File: src/hw/rtl/rpc_pkg.sv
// shared constants and types of the reactive power compensation block
package rpc_pkg;

	// field widths
	localparam int POWER_BITS = 20;
	localparam int COUNT_BITS = 10;
	localparam int SUM_BITS   = 48;
	localparam int PF_BITS    = 16;
	localparam int TAN_BITS   = 16;
	localparam int LEVEL_BITS = 2;

	// fixed point fractions: power factor Q1.15, tangent Q2.14
	localparam int PF_FRAC  = 15;
	localparam int TAN_FRAC = 14;

	// arithmetic unit widths
	localparam int MUL_B_BITS = SUM_BITS + 1;
	localparam int ACC_BITS   = 2 * SUM_BITS + 2;
	localparam int ROOT_BITS  = ACC_BITS / 2;
	localparam int DIV_BITS   = POWER_BITS + COUNT_BITS + PF_BITS;

	localparam logic [TAN_BITS-1:0] TAN_RESET = TAN_BITS'(5381);
	localparam logic [SUM_BITS-1:0] SUM_MAX   = {SUM_BITS{1'b1}};

	// result levels
	localparam logic [LEVEL_BITS-1:0] LEVEL_LOAD    = LEVEL_BITS'(0);
	localparam logic [LEVEL_BITS-1:0] LEVEL_GROUP   = LEVEL_BITS'(1);
	localparam logic [LEVEL_BITS-1:0] LEVEL_INSTALL = LEVEL_BITS'(2);

	// datapath operations
	typedef enum logic [4:0] {
		OP_NOP,
		OP_LATCH,
		OP_MUL_PQ,
		OP_MUL_SPF,
		OP_MUL_DIFF,
		OP_MUL_PSQ,
		OP_MUL_QSQ,
		OP_MUL_TAN,
		OP_WB_P_QTY,
		OP_WB_P_PF,
		OP_DIV,
		OP_WB_S_DIV,
		OP_PF_ZERO,
		OP_SQRT,
		OP_WB_QI,
		OP_QI_ZERO,
		OP_WB_S_ROOT,
		OP_WB_QF,
		OP_EMIT,
		OP_SEL_GROUP,
		OP_SEL_TOTAL
	} dp_op_t;

	typedef struct packed {
		dp_op_t                op;
		logic [LEVEL_BITS-1:0] level;
		logic                  last;
	} dp_cmd_t;

	typedef struct packed {
		logic busy;
		logic apparent;
		logic pf_zero;
		logic s_gt_p;
		logic eog;
		logic eoi;
		logic out_busy;
	} dp_status_t;

endpackage

File: src/hw/rtl/rpc_mul.sv
// shift-add multiplier with optional accumulate, one multiplier bit per cycle
module rpc_mul (
	input  logic                          clk,
	input  logic                          arst_n,
	input  logic                          start,
	input  logic                          accumulate,
	input  logic [rpc_pkg::MUL_B_BITS-1:0] a_in,
	input  logic [rpc_pkg::MUL_B_BITS-1:0] b_in,
	output logic                          busy,
	output logic [rpc_pkg::ACC_BITS-1:0]   acc
);
	import rpc_pkg::*;

	logic                  busy_q;
	logic [ACC_BITS-1:0]   a_q;
	logic [MUL_B_BITS-1:0] b_q;
	logic [ACC_BITS-1:0]   acc_q;

	// run until the remaining multiplier bits are all zero
	always_ff @(posedge clk or negedge arst_n) begin
		if (!arst_n) begin
			busy_q <= 1'b0;
		end else if (start) begin
			busy_q <= 1'b1;
		end else if (busy_q && b_q == '0) begin
			busy_q <= 1'b0;
		end
	end

	// partial product add and shift
	always_ff @(posedge clk) begin
		if (start) begin
			a_q <= ACC_BITS'(a_in);
			b_q <= b_in;
			if (!accumulate) begin
				acc_q <= '0;
			end
		end else if (busy_q && b_q != '0) begin
			if (b_q[0]) begin
				acc_q <= acc_q + a_q;
			end
			a_q <= a_q << 1;
			b_q <= b_q >> 1;
		end
	end

	assign busy = busy_q;
	assign acc  = acc_q;

endmodule

File: src/hw/rtl/rpc_sqrt.sv
// restoring integer square root, one root bit per cycle
module rpc_sqrt (
	input  logic                          clk,
	input  logic                          arst_n,
	input  logic                          start,
	input  logic [rpc_pkg::ACC_BITS-1:0]  radicand,
	output logic                          busy,
	output logic [rpc_pkg::ROOT_BITS-1:0] root
);
	import rpc_pkg::*;

	localparam int CNT_W = $clog2(ROOT_BITS + 1);

	logic                   busy_q;
	logic [CNT_W-1:0]       cnt_q;
	logic [ACC_BITS-1:0]    rad_q;
	logic [ROOT_BITS+1:0]   rem_q;
	logic [ROOT_BITS-1:0]   root_q;
	logic [ROOT_BITS+1:0]   rem_shift;
	logic [ROOT_BITS+1:0]   trial;
	logic [ROOT_BITS+1:0]   rem_diff;
	logic                   fits;

	// bring down two radicand bits and try the next root bit
	always_comb begin
		rem_shift = {rem_q[ROOT_BITS-1:0], rad_q[ACC_BITS-1 -: 2]};
		trial     = {root_q, 2'b01};
		fits      = rem_shift >= trial;
		rem_diff  = rem_shift - trial;
	end

	// iteration control
	always_ff @(posedge clk or negedge arst_n) begin
		if (!arst_n) begin
			busy_q <= 1'b0;
			cnt_q  <= '0;
		end else if (start) begin
			busy_q <= 1'b1;
			cnt_q  <= CNT_W'(ROOT_BITS);
		end else if (busy_q) begin
			cnt_q <= cnt_q - 1'b1;
			if (cnt_q == CNT_W'(1)) begin
				busy_q <= 1'b0;
			end
		end
	end

	// remainder and root
	always_ff @(posedge clk) begin
		if (start) begin
			rad_q  <= radicand;
			rem_q  <= '0;
			root_q <= '0;
		end else if (busy_q) begin
			rad_q  <= rad_q << 2;
			rem_q  <= fits ? rem_diff : rem_shift;
			root_q <= {root_q[ROOT_BITS-2:0], fits};
		end
	end

	assign busy = busy_q;
	assign root = root_q;

endmodule

File: src/hw/rtl/rpc_datapath.sv
// datapath: operand registers, divider, shared multiplier and root unit, sums, output register
module rpc_datapath (
	input  logic                                  clk,
	input  logic                                  arst_n,
	input  rpc_pkg::dp_cmd_t                      cmd,
	output rpc_pkg::dp_status_t                   status,
	input  logic                                  command,
	input  logic [rpc_pkg::POWER_BITS-1:0]        power_value,
	input  logic [rpc_pkg::PF_BITS-1:0]           power_factor,
	input  logic [rpc_pkg::COUNT_BITS-1:0]        quantity,
	input  logic                                  end_of_group,
	input  logic                                  end_of_installation,
	input  logic                                  cfg_we,
	input  logic [rpc_pkg::TAN_BITS-1:0]          cfg_wdata,
	output logic                                  out_valid,
	input  logic                                  out_stall,
	output logic [rpc_pkg::LEVEL_BITS-1:0]        level,
	output logic [rpc_pkg::SUM_BITS-1:0]          active_power,
	output logic [rpc_pkg::SUM_BITS-1:0]          apparent_power,
	output logic [rpc_pkg::SUM_BITS-1:0]          reactive_initial,
	output logic [rpc_pkg::SUM_BITS-1:0]          reactive_final,
	output logic signed [rpc_pkg::SUM_BITS:0]     reactive_compensation,
	output logic                                  saturated,
	output logic                                  last
);
	import rpc_pkg::*;

	localparam int DIV_CNT_W = $clog2(DIV_BITS + 1);

	// latched request
	logic                  apparent_q;
	logic [POWER_BITS-1:0] pv_q;
	logic [PF_BITS-1:0]    pf_q;
	logic [COUNT_BITS-1:0] qty_q;
	logic                  eog_q;
	logic                  eoi_q;
	logic [TAN_BITS-1:0]   tan_q;

	// working values
	logic [SUM_BITS-1:0] p_q, s_q, qi_q, qf_q;
	logic                sat_q;

	// running sums
	logic [SUM_BITS-1:0] grp_p_q, grp_q_q, tot_p_q, tot_q_q;

	// output register
	logic                  out_valid_q;
	logic [LEVEL_BITS-1:0] out_level_q;
	logic [SUM_BITS-1:0]   out_p_q, out_s_q, out_qi_q, out_qf_q;
	logic [SUM_BITS:0]     out_qc_q;
	logic                  out_sat_q, out_last_q;

	// divider
	logic                  div_busy_q;
	logic [DIV_CNT_W-1:0]  div_cnt_q;
	logic [DIV_BITS-1:0]   div_num_q;
	logic [DIV_BITS-1:0]   div_quo_q;
	logic [PF_BITS-1:0]    div_rem_q;
	logic [PF_BITS:0]      div_shift;
	logic                  div_fits;

	// multiplier and root unit
	logic                  mul_start, mul_accum;
	logic [MUL_B_BITS-1:0] mul_a, mul_b;
	logic                  mul_busy;
	logic [ACC_BITS-1:0]   mul_acc;
	logic                  sqrt_start, sqrt_busy;
	logic [ROOT_BITS-1:0]  sqrt_root;

	// rounded and clamped writebacks
	logic [ACC_BITS-1:0]   p_pf_round, qf_round;
	logic [ACC_BITS-1:0]   p_pf_val, qf_val;
	logic [SUM_BITS:0]     p_qty_c, p_pf_c, s_root_c, qf_c;
	logic [DIV_BITS-1:0]   div_num_init;
	logic                  out_take;

	function automatic logic [SUM_BITS:0] clamp_sum(input logic [ACC_BITS-1:0] v);
		if (v[ACC_BITS-1:SUM_BITS] != '0) begin
			clamp_sum = {1'b1, SUM_MAX};
		end else begin
			clamp_sum = {1'b0, v[SUM_BITS-1:0]};
		end
	endfunction

	function automatic logic [SUM_BITS-1:0] sat_add(input logic [SUM_BITS-1:0] a,
			input logic [SUM_BITS-1:0] b);
		logic [SUM_BITS:0] s;
		s = {1'b0, a} + {1'b0, b};
		sat_add = s[SUM_BITS] ? SUM_MAX : s[SUM_BITS-1:0];
	endfunction

	// multiplier operand select
	always_comb begin
		mul_start = 1'b1;
		mul_accum = 1'b0;
		mul_a     = '0;
		mul_b     = '0;
		unique case (cmd.op)
			OP_MUL_PQ: begin
				mul_a = MUL_B_BITS'(pv_q);
				mul_b = MUL_B_BITS'(qty_q);
			end
			OP_MUL_SPF: begin
				mul_a = MUL_B_BITS'(pv_q);
				mul_b = MUL_B_BITS'(pf_q);
			end
			OP_MUL_DIFF: begin
				mul_a = {1'b0, s_q} - {1'b0, p_q};
				mul_b = {1'b0, s_q} + {1'b0, p_q};
			end
			OP_MUL_PSQ: begin
				mul_a = {1'b0, p_q};
				mul_b = {1'b0, p_q};
			end
			OP_MUL_QSQ: begin
				mul_a     = {1'b0, qi_q};
				mul_b     = {1'b0, qi_q};
				mul_accum = 1'b1;
			end
			OP_MUL_TAN: begin
				mul_a = {1'b0, p_q};
				mul_b = MUL_B_BITS'(tan_q);
			end
			default: begin
				mul_start = 1'b0;
			end
		endcase
	end

	assign sqrt_start = (cmd.op == OP_SQRT);

	rpc_mul u_mul (
		.clk       (clk),
		.arst_n    (arst_n),
		.start     (mul_start),
		.accumulate(mul_accum),
		.a_in      (mul_a),
		.b_in      (mul_b),
		.busy      (mul_busy),
		.acc       (mul_acc)
	);

	rpc_sqrt u_sqrt (
		.clk     (clk),
		.arst_n  (arst_n),
		.start   (sqrt_start),
		.radicand(mul_acc),
		.busy    (sqrt_busy),
		.root    (sqrt_root)
	);

	// rounding shifts for P from S*pf and for Qf from P*tangent
	always_comb begin
		p_pf_round   = mul_acc + (ACC_BITS'(1) << (PF_FRAC - 1));
		qf_round     = mul_acc + (ACC_BITS'(1) << (TAN_FRAC - 1));
		p_pf_val     = p_pf_round >> PF_FRAC;
		qf_val       = qf_round >> TAN_FRAC;
		p_qty_c      = clamp_sum(mul_acc);
		p_pf_c       = clamp_sum(p_pf_val);
		s_root_c     = clamp_sum(ACC_BITS'(sqrt_root));
		qf_c         = clamp_sum(qf_val);
		div_num_init = (DIV_BITS'(p_q[POWER_BITS+COUNT_BITS-1:0]) << PF_FRAC)
			+ DIV_BITS'(pf_q >> 1);
		div_shift    = {div_rem_q, div_num_q[DIV_BITS-1]};
		div_fits     = div_shift >= {1'b0, pf_q};
	end

	// divider control
	always_ff @(posedge clk or negedge arst_n) begin
		if (!arst_n) begin
			div_busy_q <= 1'b0;
			div_cnt_q  <= '0;
		end else if (cmd.op == OP_DIV) begin
			div_busy_q <= 1'b1;
			div_cnt_q  <= DIV_CNT_W'(DIV_BITS);
		end else if (div_busy_q) begin
			div_cnt_q <= div_cnt_q - 1'b1;
			if (div_cnt_q == DIV_CNT_W'(1)) begin
				div_busy_q <= 1'b0;
			end
		end
	end

	// divider restoring step
	always_ff @(posedge clk) begin
		if (cmd.op == OP_DIV) begin
			div_num_q <= div_num_init;
			div_rem_q <= '0;
			div_quo_q <= '0;
		end else if (div_busy_q) begin
			div_num_q <= div_num_q << 1;
			div_rem_q <= div_fits ? PF_BITS'(div_shift - {1'b0, pf_q}) : div_shift[PF_BITS-1:0];
			div_quo_q <= {div_quo_q[DIV_BITS-2:0], div_fits};
		end
	end

	// target tangent register
	always_ff @(posedge clk or negedge arst_n) begin
		if (!arst_n) begin
			tan_q <= TAN_RESET;
		end else if (cfg_we) begin
			tan_q <= cfg_wdata;
		end
	end

	// request latch and working values
	always_ff @(posedge clk) begin
		unique case (cmd.op)
			OP_LATCH: begin
				apparent_q <= command;
				pv_q       <= power_value;
				pf_q       <= power_factor;
				qty_q      <= quantity;
				eog_q      <= end_of_group;
				eoi_q      <= end_of_installation;
				sat_q      <= 1'b0;
			end
			OP_WB_P_QTY: begin
				p_q <= p_qty_c[SUM_BITS-1:0];
				if (p_qty_c[SUM_BITS]) begin
					sat_q <= 1'b1;
				end
			end
			OP_WB_P_PF: begin
				s_q <= SUM_BITS'(pv_q);
				p_q <= p_pf_c[SUM_BITS-1:0];
				if (p_pf_c[SUM_BITS]) begin
					sat_q <= 1'b1;
				end
			end
			OP_WB_S_DIV: begin
				s_q <= SUM_BITS'(div_quo_q);
			end
			OP_PF_ZERO: begin
				s_q   <= SUM_MAX;
				qi_q  <= SUM_MAX;
				sat_q <= 1'b1;
			end
			OP_WB_QI: begin
				qi_q <= sqrt_root[SUM_BITS-1:0];
			end
			OP_QI_ZERO: begin
				qi_q <= '0;
			end
			OP_WB_S_ROOT: begin
				s_q <= s_root_c[SUM_BITS-1:0];
				if (s_root_c[SUM_BITS]) begin
					sat_q <= 1'b1;
				end
			end
			OP_WB_QF: begin
				qf_q <= qf_c[SUM_BITS-1:0];
				if (qf_c[SUM_BITS]) begin
					sat_q <= 1'b1;
				end
			end
			OP_SEL_GROUP: begin
				p_q   <= grp_p_q;
				qi_q  <= grp_q_q;
				sat_q <= (grp_p_q == SUM_MAX) || (grp_q_q == SUM_MAX);
			end
			OP_SEL_TOTAL: begin
				p_q   <= tot_p_q;
				qi_q  <= tot_q_q;
				sat_q <= (tot_p_q == SUM_MAX) || (tot_q_q == SUM_MAX);
			end
			default: begin
			end
		endcase
	end

	// group and installation sums
	always_ff @(posedge clk or negedge arst_n) begin
		if (!arst_n) begin
			grp_p_q <= '0;
			grp_q_q <= '0;
			tot_p_q <= '0;
			tot_q_q <= '0;
		end else begin
			unique case (cmd.op)
				OP_EMIT: begin
					if (cmd.level == LEVEL_LOAD) begin
						grp_p_q <= sat_add(grp_p_q, p_q);
						grp_q_q <= sat_add(grp_q_q, qi_q);
					end
				end
				OP_SEL_GROUP: begin
					tot_p_q <= sat_add(tot_p_q, grp_p_q);
					tot_q_q <= sat_add(tot_q_q, grp_q_q);
					grp_p_q <= '0;
					grp_q_q <= '0;
				end
				OP_SEL_TOTAL: begin
					tot_p_q <= '0;
					tot_q_q <= '0;
				end
				default: begin
				end
			endcase
		end
	end

	assign out_take = out_valid_q && !out_stall;

	// output valid
	always_ff @(posedge clk or negedge arst_n) begin
		if (!arst_n) begin
			out_valid_q <= 1'b0;
		end else if (cmd.op == OP_EMIT) begin
			out_valid_q <= 1'b1;
		end else if (out_take) begin
			out_valid_q <= 1'b0;
		end
	end

	// output payload
	always_ff @(posedge clk) begin
		if (cmd.op == OP_EMIT) begin
			out_level_q <= cmd.level;
			out_p_q     <= p_q;
			out_s_q     <= s_q;
			out_qi_q    <= qi_q;
			out_qf_q    <= qf_q;
			out_qc_q    <= {1'b0, qi_q} - {1'b0, qf_q};
			out_sat_q   <= sat_q;
			out_last_q  <= cmd.last;
		end
	end

	// status to the controller
	always_comb begin
		status.busy     = mul_busy || sqrt_busy || div_busy_q;
		status.apparent = apparent_q;
		status.pf_zero  = (pf_q == '0);
		status.s_gt_p   = s_q > p_q;
		status.eog      = eog_q;
		status.eoi      = eoi_q;
		status.out_busy = out_valid_q && out_stall;
	end

	assign out_valid             = out_valid_q;
	assign level                 = out_level_q;
	assign active_power          = out_p_q;
	assign apparent_power        = out_s_q;
	assign reactive_initial      = out_qi_q;
	assign reactive_final        = out_qf_q;
	assign reactive_compensation = $signed(out_qc_q);
	assign saturated             = out_sat_q;
	assign last                  = out_last_q;

endmodule

File: src/hw/rtl/rpc_ctrl.sv
// controller: sequences the datapath operations for one load and its totals
module rpc_ctrl (
	input  logic                clk,
	input  logic                arst_n,
	input  logic                in_valid,
	output logic                in_stall,
	input  rpc_pkg::dp_status_t status,
	output rpc_pkg::dp_cmd_t    cmd
);
	import rpc_pkg::*;

	typedef enum logic [4:0] {
		ST_IDLE,
		ST_MUL_P,
		ST_WAIT_P,
		ST_WB_P,
		ST_PF_ZERO,
		ST_DIV,
		ST_WAIT_DIV,
		ST_WB_S,
		ST_CHK_SP,
		ST_WAIT_DIFF,
		ST_SQRT,
		ST_WAIT_SQRT,
		ST_WB_ROOT,
		ST_MUL_QF,
		ST_WAIT_QF,
		ST_WB_QF,
		ST_EMIT,
		ST_SEL_GROUP,
		ST_SEL_TOTAL,
		ST_MUL_PSQ,
		ST_WAIT_PSQ,
		ST_MUL_QSQ,
		ST_WAIT_QSQ
	} state_t;

	state_t                state_q, state_d;
	logic [LEVEL_BITS-1:0] level_q, level_d;
	logic                  more_group, more_total;

	assign more_group = status.eog || status.eoi;
	assign more_total = status.eoi;

	// next state and operation decode
	always_comb begin
		state_d   = state_q;
		level_d   = level_q;
		cmd.op    = OP_NOP;
		cmd.level = level_q;
		cmd.last  = 1'b0;
		unique case (state_q)
			ST_IDLE: begin
				if (in_valid) begin
					cmd.op  = OP_LATCH;
					level_d = LEVEL_LOAD;
					state_d = ST_MUL_P;
				end
			end
			ST_MUL_P: begin
				cmd.op  = status.apparent ? OP_MUL_SPF : OP_MUL_PQ;
				state_d = ST_WAIT_P;
			end
			ST_WAIT_P: begin
				if (!status.busy) begin
					state_d = ST_WB_P;
				end
			end
			ST_WB_P: begin
				cmd.op = status.apparent ? OP_WB_P_PF : OP_WB_P_QTY;
				priority if (status.apparent) begin
					state_d = ST_CHK_SP;
				end else if (status.pf_zero) begin
					state_d = ST_PF_ZERO;
				end else begin
					state_d = ST_DIV;
				end
			end
			ST_PF_ZERO: begin
				cmd.op  = OP_PF_ZERO;
				state_d = ST_MUL_QF;
			end
			ST_DIV: begin
				cmd.op  = OP_DIV;
				state_d = ST_WAIT_DIV;
			end
			ST_WAIT_DIV: begin
				if (!status.busy) begin
					state_d = ST_WB_S;
				end
			end
			ST_WB_S: begin
				cmd.op  = OP_WB_S_DIV;
				state_d = ST_CHK_SP;
			end
			ST_CHK_SP: begin
				if (status.s_gt_p) begin
					cmd.op  = OP_MUL_DIFF;
					state_d = ST_WAIT_DIFF;
				end else begin
					cmd.op  = OP_QI_ZERO;
					state_d = ST_MUL_QF;
				end
			end
			ST_WAIT_DIFF: begin
				if (!status.busy) begin
					state_d = ST_SQRT;
				end
			end
			ST_SQRT: begin
				cmd.op  = OP_SQRT;
				state_d = ST_WAIT_SQRT;
			end
			ST_WAIT_SQRT: begin
				if (!status.busy) begin
					state_d = ST_WB_ROOT;
				end
			end
			ST_WB_ROOT: begin
				cmd.op  = (level_q == LEVEL_LOAD) ? OP_WB_QI : OP_WB_S_ROOT;
				state_d = ST_MUL_QF;
			end
			ST_MUL_QF: begin
				cmd.op  = OP_MUL_TAN;
				state_d = ST_WAIT_QF;
			end
			ST_WAIT_QF: begin
				if (!status.busy) begin
					state_d = ST_WB_QF;
				end
			end
			ST_WB_QF: begin
				cmd.op  = OP_WB_QF;
				state_d = ST_EMIT;
			end
			ST_EMIT: begin
				if (!status.out_busy) begin
					cmd.op = OP_EMIT;
					priority if (level_q == LEVEL_LOAD && more_group) begin
						level_d = LEVEL_GROUP;
						state_d = ST_SEL_GROUP;
					end else if (level_q == LEVEL_GROUP && more_total) begin
						level_d = LEVEL_INSTALL;
						state_d = ST_SEL_TOTAL;
					end else begin
						cmd.last = 1'b1;
						state_d  = ST_IDLE;
					end
				end
			end
			ST_SEL_GROUP: begin
				cmd.op  = OP_SEL_GROUP;
				state_d = ST_MUL_PSQ;
			end
			ST_SEL_TOTAL: begin
				cmd.op  = OP_SEL_TOTAL;
				state_d = ST_MUL_PSQ;
			end
			ST_MUL_PSQ: begin
				cmd.op  = OP_MUL_PSQ;
				state_d = ST_WAIT_PSQ;
			end
			ST_WAIT_PSQ: begin
				if (!status.busy) begin
					state_d = ST_MUL_QSQ;
				end
			end
			ST_MUL_QSQ: begin
				cmd.op  = OP_MUL_QSQ;
				state_d = ST_WAIT_QSQ;
			end
			ST_WAIT_QSQ: begin
				if (!status.busy) begin
					state_d = ST_SQRT;
				end
			end
			default: begin
				state_d = ST_IDLE;
			end
		endcase
	end

	// state register
	always_ff @(posedge clk or negedge arst_n) begin
		if (!arst_n) begin
			state_q <= ST_IDLE;
			level_q <= LEVEL_LOAD;
		end else begin
			state_q <= state_d;
			level_q <= level_d;
		end
	end

	assign in_stall = (state_q != ST_IDLE);

endmodule

File: src/hw/rtl/reactive_power_compensation_core.sv
// top level of the reactive power compensation block
// the time from request to last result, plus any output stalls, is set by the
// shift-add multiplier (one bit per cycle), the 46-step divider and the 49-step square root
// throughput: one request at a time; the next is taken once its last result is registered
// reset: arst_n clears the sums, the controller and the output valid; tangent returns to 5381
module reactive_power_compensation_core (
	input  logic                                clk,
	input  logic                                arst_n,
	input  logic                                in_valid,
	output logic                                in_stall,
	input  logic                                command,
	input  logic [rpc_pkg::POWER_BITS-1:0]      power_value,
	input  logic [rpc_pkg::PF_BITS-1:0]         power_factor,
	input  logic [rpc_pkg::COUNT_BITS-1:0]      quantity,
	input  logic                                end_of_group,
	input  logic                                end_of_installation,
	input  logic                                cfg_we,
	input  logic [rpc_pkg::TAN_BITS-1:0]        cfg_wdata,
	output logic                                out_valid,
	input  logic                                out_stall,
	output logic [rpc_pkg::LEVEL_BITS-1:0]      level,
	output logic [rpc_pkg::SUM_BITS-1:0]        active_power,
	output logic [rpc_pkg::SUM_BITS-1:0]        apparent_power,
	output logic [rpc_pkg::SUM_BITS-1:0]        reactive_initial,
	output logic [rpc_pkg::SUM_BITS-1:0]        reactive_final,
	output logic signed [rpc_pkg::SUM_BITS:0]   reactive_compensation,
	output logic                                saturated,
	output logic                                last
);
	import rpc_pkg::*;

	dp_cmd_t    cmd;
	dp_status_t status;

	rpc_ctrl u_ctrl (
		.clk     (clk),
		.arst_n  (arst_n),
		.in_valid(in_valid),
		.in_stall(in_stall),
		.status  (status),
		.cmd     (cmd)
	);

	rpc_datapath u_dp (
		.clk                  (clk),
		.arst_n               (arst_n),
		.cmd                  (cmd),
		.status               (status),
		.command              (command),
		.power_value          (power_value),
		.power_factor         (power_factor),
		.quantity             (quantity),
		.end_of_group         (end_of_group),
		.end_of_installation  (end_of_installation),
		.cfg_we               (cfg_we),
		.cfg_wdata            (cfg_wdata),
		.out_valid            (out_valid),
		.out_stall            (out_stall),
		.level                (level),
		.active_power         (active_power),
		.apparent_power       (apparent_power),
		.reactive_initial     (reactive_initial),
		.reactive_final       (reactive_final),
		.reactive_compensation(reactive_compensation),
		.saturated            (saturated),
		.last                 (last)
	);

	// a taken request keeps the block busy
	a_busy_after_accept: assert property (@(posedge clk) disable iff (!arst_n)
		in_valid && !in_stall |=> in_stall)
		else $error("request accepted but block not busy");

	// a stalled result stays valid and unchanged
	a_out_hold: assert property (@(posedge clk) disable iff (!arst_n)
		out_valid && out_stall |=> out_valid && $stable(level) && $stable(active_power)
			&& $stable(last))
		else $error("stalled result changed");

	// installation totals always close the request
	a_install_is_last: assert property (@(posedge clk) disable iff (!arst_n)
		out_valid && level == LEVEL_INSTALL |-> last)
		else $error("installation totals without last");

	// compensation is initial minus final reactive power
	a_qc_consistent: assert property (@(posedge clk) disable iff (!arst_n)
		out_valid |-> reactive_compensation ==
			($signed({1'b0, reactive_initial}) - $signed({1'b0, reactive_final})))
		else $error("compensation mismatch");

endmodule

File: config.mk
export PLATFORM = sky130hd
export DESIGN_NAME = reactive_power_compensation_core
export DESIGN_NICKNAME = d
export VERILOG_FILES = /design/src/hw/rtl/rpc_pkg.sv /design/src/hw/rtl/rpc_mul.sv /design/src/hw/rtl/rpc_sqrt.sv /design/src/hw/rtl/rpc_datapath.sv /design/src/hw/rtl/rpc_ctrl.sv /design/src/hw/rtl/reactive_power_compensation_core.sv
export SDC_FILE = /design/constraint.sdc
export NUM_CORES = 2
export LEC_CHECK = 0
export BUFFER_PORTS_ARGS = -buffer_cell sky130_fd_sc_hd__clkbuf_2
export CAP_MARGIN = 20
export CORE_MARGIN = 8
export CORE_UTILIZATION = 30
export DETAILED_ROUTE_END_ITERATION = 6
export PLACE_DENSITY = 0.5
export SLEW_MARGIN = 0
export SYNTH_ARGS = -nofsm -noshare
export SYNTH_HDL_FRONTEND = slang
export SYNTH_SLANG_ARGS = --single-unit
File: constraint.sdc
create_clock -name clk -period 13.9 [get_ports clk]
set_clock_uncertainty 0.2 [all_clocks]
set_input_delay 0.695 -clock clk [delete_from_list [all_inputs] [get_ports clk]]
set_output_delay 0.695 -clock clk [all_outputs]
set_load 0.005 [all_outputs]
==> run metrics <==
status finished, violations left; failing checks DRC; Crit Path Category register to register; fin crit share between 40% and 50%; TNS Setup 0 ps; Overflow after GRT 0; H-tree levels 4; cell count after synthesis just under 9000; Max Used Layer met5; met2 wire length around 160000 microns; commonest register cell after synthesis edfxtp_1; post-CTS sizing 0; unrepaired setup endpoints after global routing no; layout cell share with drive strength beyond 1 roughly a tenth; slowest stage cell, crit path o21ai_0; most common cell in the netlist nand2_1; Top delay family on crit path simple AND/OR/NAND/NOR gates; Initial Util a little under a third; Ys Warns 0; slew of the pin with the lowest slew margin ~1200 ps; max_slew headroom 18.8%; crit end category register; Final GP Congestion 0.978; Clock Latency Late Sink between 800 and 900 ps; Post-CTS Setup Inserts 0; pwr dens around 270 mW/mm^2; Util after Layout between 30 and 40%; Overall Global Routing Usage around a quarter; Rows between 150 and 200; Filler cells about 27000; Crit Path Max Fanout 49; CP Data Required Time approximately 14000 ps; Final Max Slew Viols 0; DR DRC count 5; vias in the first global route just under 70000; largest net degree at the start of global routing 96; clock sink count around 1300; Nets 9582; Syn Nets roughly 9400; clk slew on worst S/H paths 60 ps; routed wl met3 27100 microns; Area growth, synth to finish 14.5%; post-synth top area cell edfxtp_1; post-route ant nets 0; Pleak around 37 nW; wire per inst around 29 microns; initial DRC count about 8000; first-pass GRT wire length 513000 microns; Seq/Total Area, Yosys between 40% and 50%; CP startpoint kind register; Fmax around 150 MHz; DIE AREA 0.286 sq mm; CTS buffer count ~170; Final setup viols 0; I/O Buffers 316; final worst path period need 6600 ps; vias around 73000; Unique masters post-synth around 100; Core Box Area about 0.27 sq mm; IO Pins between 300 and 400; Worst Path Buf+Inv 1; Peak VDD IR between 0.0001 and 0.00015 V; Clock Tree Buf Depth 4; Die X roughly 530 microns; Avg Inst Size Synth approximately 9.2 sq um; die height 535 microns; mapped cell area around 0.081 sq mm; M1 WL between 150000 and 200000 microns; Yosys top cell area share between 30% and 40%; Seq cells post-synth ~1300; clock tree from TritonCTS built; Final Hold Vio Count 0; synth top area cells edfxtp_1, ha_1, dfrtp_1; drt pass-1 iters 7; detailed-placement wirelength estimate ~280000 microns; Post-synth top cells nand2_1, edfxtp_1, a21oi_1; async set-reset flop share out of synthesis between 15 and 20%; arrival time worst endpoint 6950 ps; Routed WL approximately 360000 microns; hold_buf cts 66; slowest stage delay, CP 930 ps; Tightest Hold Check Type input pin to register; Root Buffer clkbuf_16; Post-synth EDFFs 827; crit path cell chain nand3_1 > nor2_1 > nand2_1 > nor3_1 > nand4b_1 > xnor2_1 > a2111oi_0 > nand3_1 > nor3_1 > nand3_2 > buf_4 > o21ai_0 > a21oi_1; Max Cap Viol 0; number of vias per cell around 5.7; initial antenna violation count 24
-- logic make-up after synthesis --
family / synth area share (%)
adder cells (fa/ha/maj): 8.07
AO/OA/AOI/OAI: 20.5
XOR/XNOR: 6.16
buffers and inverters: 4.06
AND/OR/NAND/NOR: 16.4
multiplexers: 1.63
flip-flops: 43.1
-- report_power, final --
part	internal (mW)	leakage, nW	switching [mW]	total (mW)
registers	5.88	12.5	2.05	7.93
clock network	2.62	2.65	1.83	4.45
logic	4.76	22.2	8.26	13.0
-- layout by cell type, fill, tap and decap left out, drive strengths merged, types with 27 or more instances in the layout --
master       instances
a22oi               29
nand4              186
ha                 506
xor2               228
o21ai              575
buf                162
a21o               253
clkinv              50
a221oi              92
edfxtp             827
o31ai               49
a31oi              153
nand2b              74
nor4                84
o21bai              78
dfrtp              226
or3                 35
and3                78
clkbuf             533
o211ai              37
a222oi             101
nor2b               87
xnor2              339
or2                 27
mux2i              110
dfxtp              209
dlygate4sd3         66
a21oi              804
a221o               60
nor2               705
inv                340
nand2             1169
o21a                65
a211oi              60
nor3               155
nand3              205
-- metal layers --
| layer | up-vias | global-route usage [%] |
|---|---|---|
| met2 | 3257 | 38.0 |
| met4 | 6 | 9.31 |
| met1 | 35896 | 33.2 |
| met5 | - | 0 |
| met3 | 579 | 4.14 |
| li1 | 32805 | - |
-- sequential cells by signal, summed over array words and instances (netlist names), 48 cells and up --
name	flops
u_dp.u_sqrt.root	49
u_dp.p_q	48
u_dp.apparent_power	48
u_dp.u_mul.acc	98
u_dp.tot_p_q	48
u_dp.reactive_final	48
u_dp.reactive_initial	48
u_dp.active_power	48
u_dp.reactive_compensation	49
u_dp.u_mul.b_q	49
u_dp.grp_q_q	48
u_dp.s_q	48
u_dp.qi_q	48
u_dp.qf_q	48
u_dp.u_sqrt.rem_q	49
u_dp.tot_q_q	48
u_dp.grp_p_q	48
u_dp.u_sqrt.rad_q	98
u_dp.u_mul.a_q	98
-- tightest hold or removal path: stages --
cell	delay, ps
clkbuf_2	70
nand2_1	280
nand2_1	150
-- area by class of cell --
| class | instances | area [sq um] | share of cell area, % |
|---|---|---|---|
| clock inverters | 82 | 858 | 0.929 |
| clock buffers | 218 | 4650 | 5.03 |
| flip-flops and latches | 1267 | 34800 | 37.7 |
| diodes | 13 | 32.5 | 0.0352 |
| repair buffers | 543 | 3480 | 3.77 |
| well taps | 3552 | 4440 | 4.81 |
| inverters | 338 | 1280 | 1.38 |
| multi-input cells | 6679 | 42800 | 46.4 |
-- stage by stage --
stage               power [mW]  instances  hold WS [ps]  setup slack (ps)  instance area, sq um
finish                    25.4      12692           219              7300                 92400
global route              26.9      12681           225              7300                 92400
CTS                       25.2      12678           194              7600                 92300
detailed placement        20.7      12312           246              7660                 86200
global placement          20.7      12312           234              7710                 86200
floorplan                 16.0       8790           199              2180                 80700
-- path summary, 6_finish.rpt --
| check | start | to | slack (ps) | cells after the start |
|---|---|---|---|---|
| max in group asynchronous | arst_n | u_dp.tot_p_q[9] | 10310 | 5 |
| setup / recovery | u_dp.u_mul.acc[32] | u_dp.sat_q | 7300 | 13 |
| min in group asynchronous | arst_n | u_dp.u_sqrt.busy | 290 | 2 |
| hold reg to reg | u_dp.qf_q[45] | u_dp.reactive_final[45] | 260 | 0 |
| setup reg to reg | u_dp.u_mul.acc[32] | u_dp.sat_q | 7300 | 13 |
| hold / removal | out_stall | u_dp.out_valid | 220 | 3 |
(Power assumes the default switching activity.)
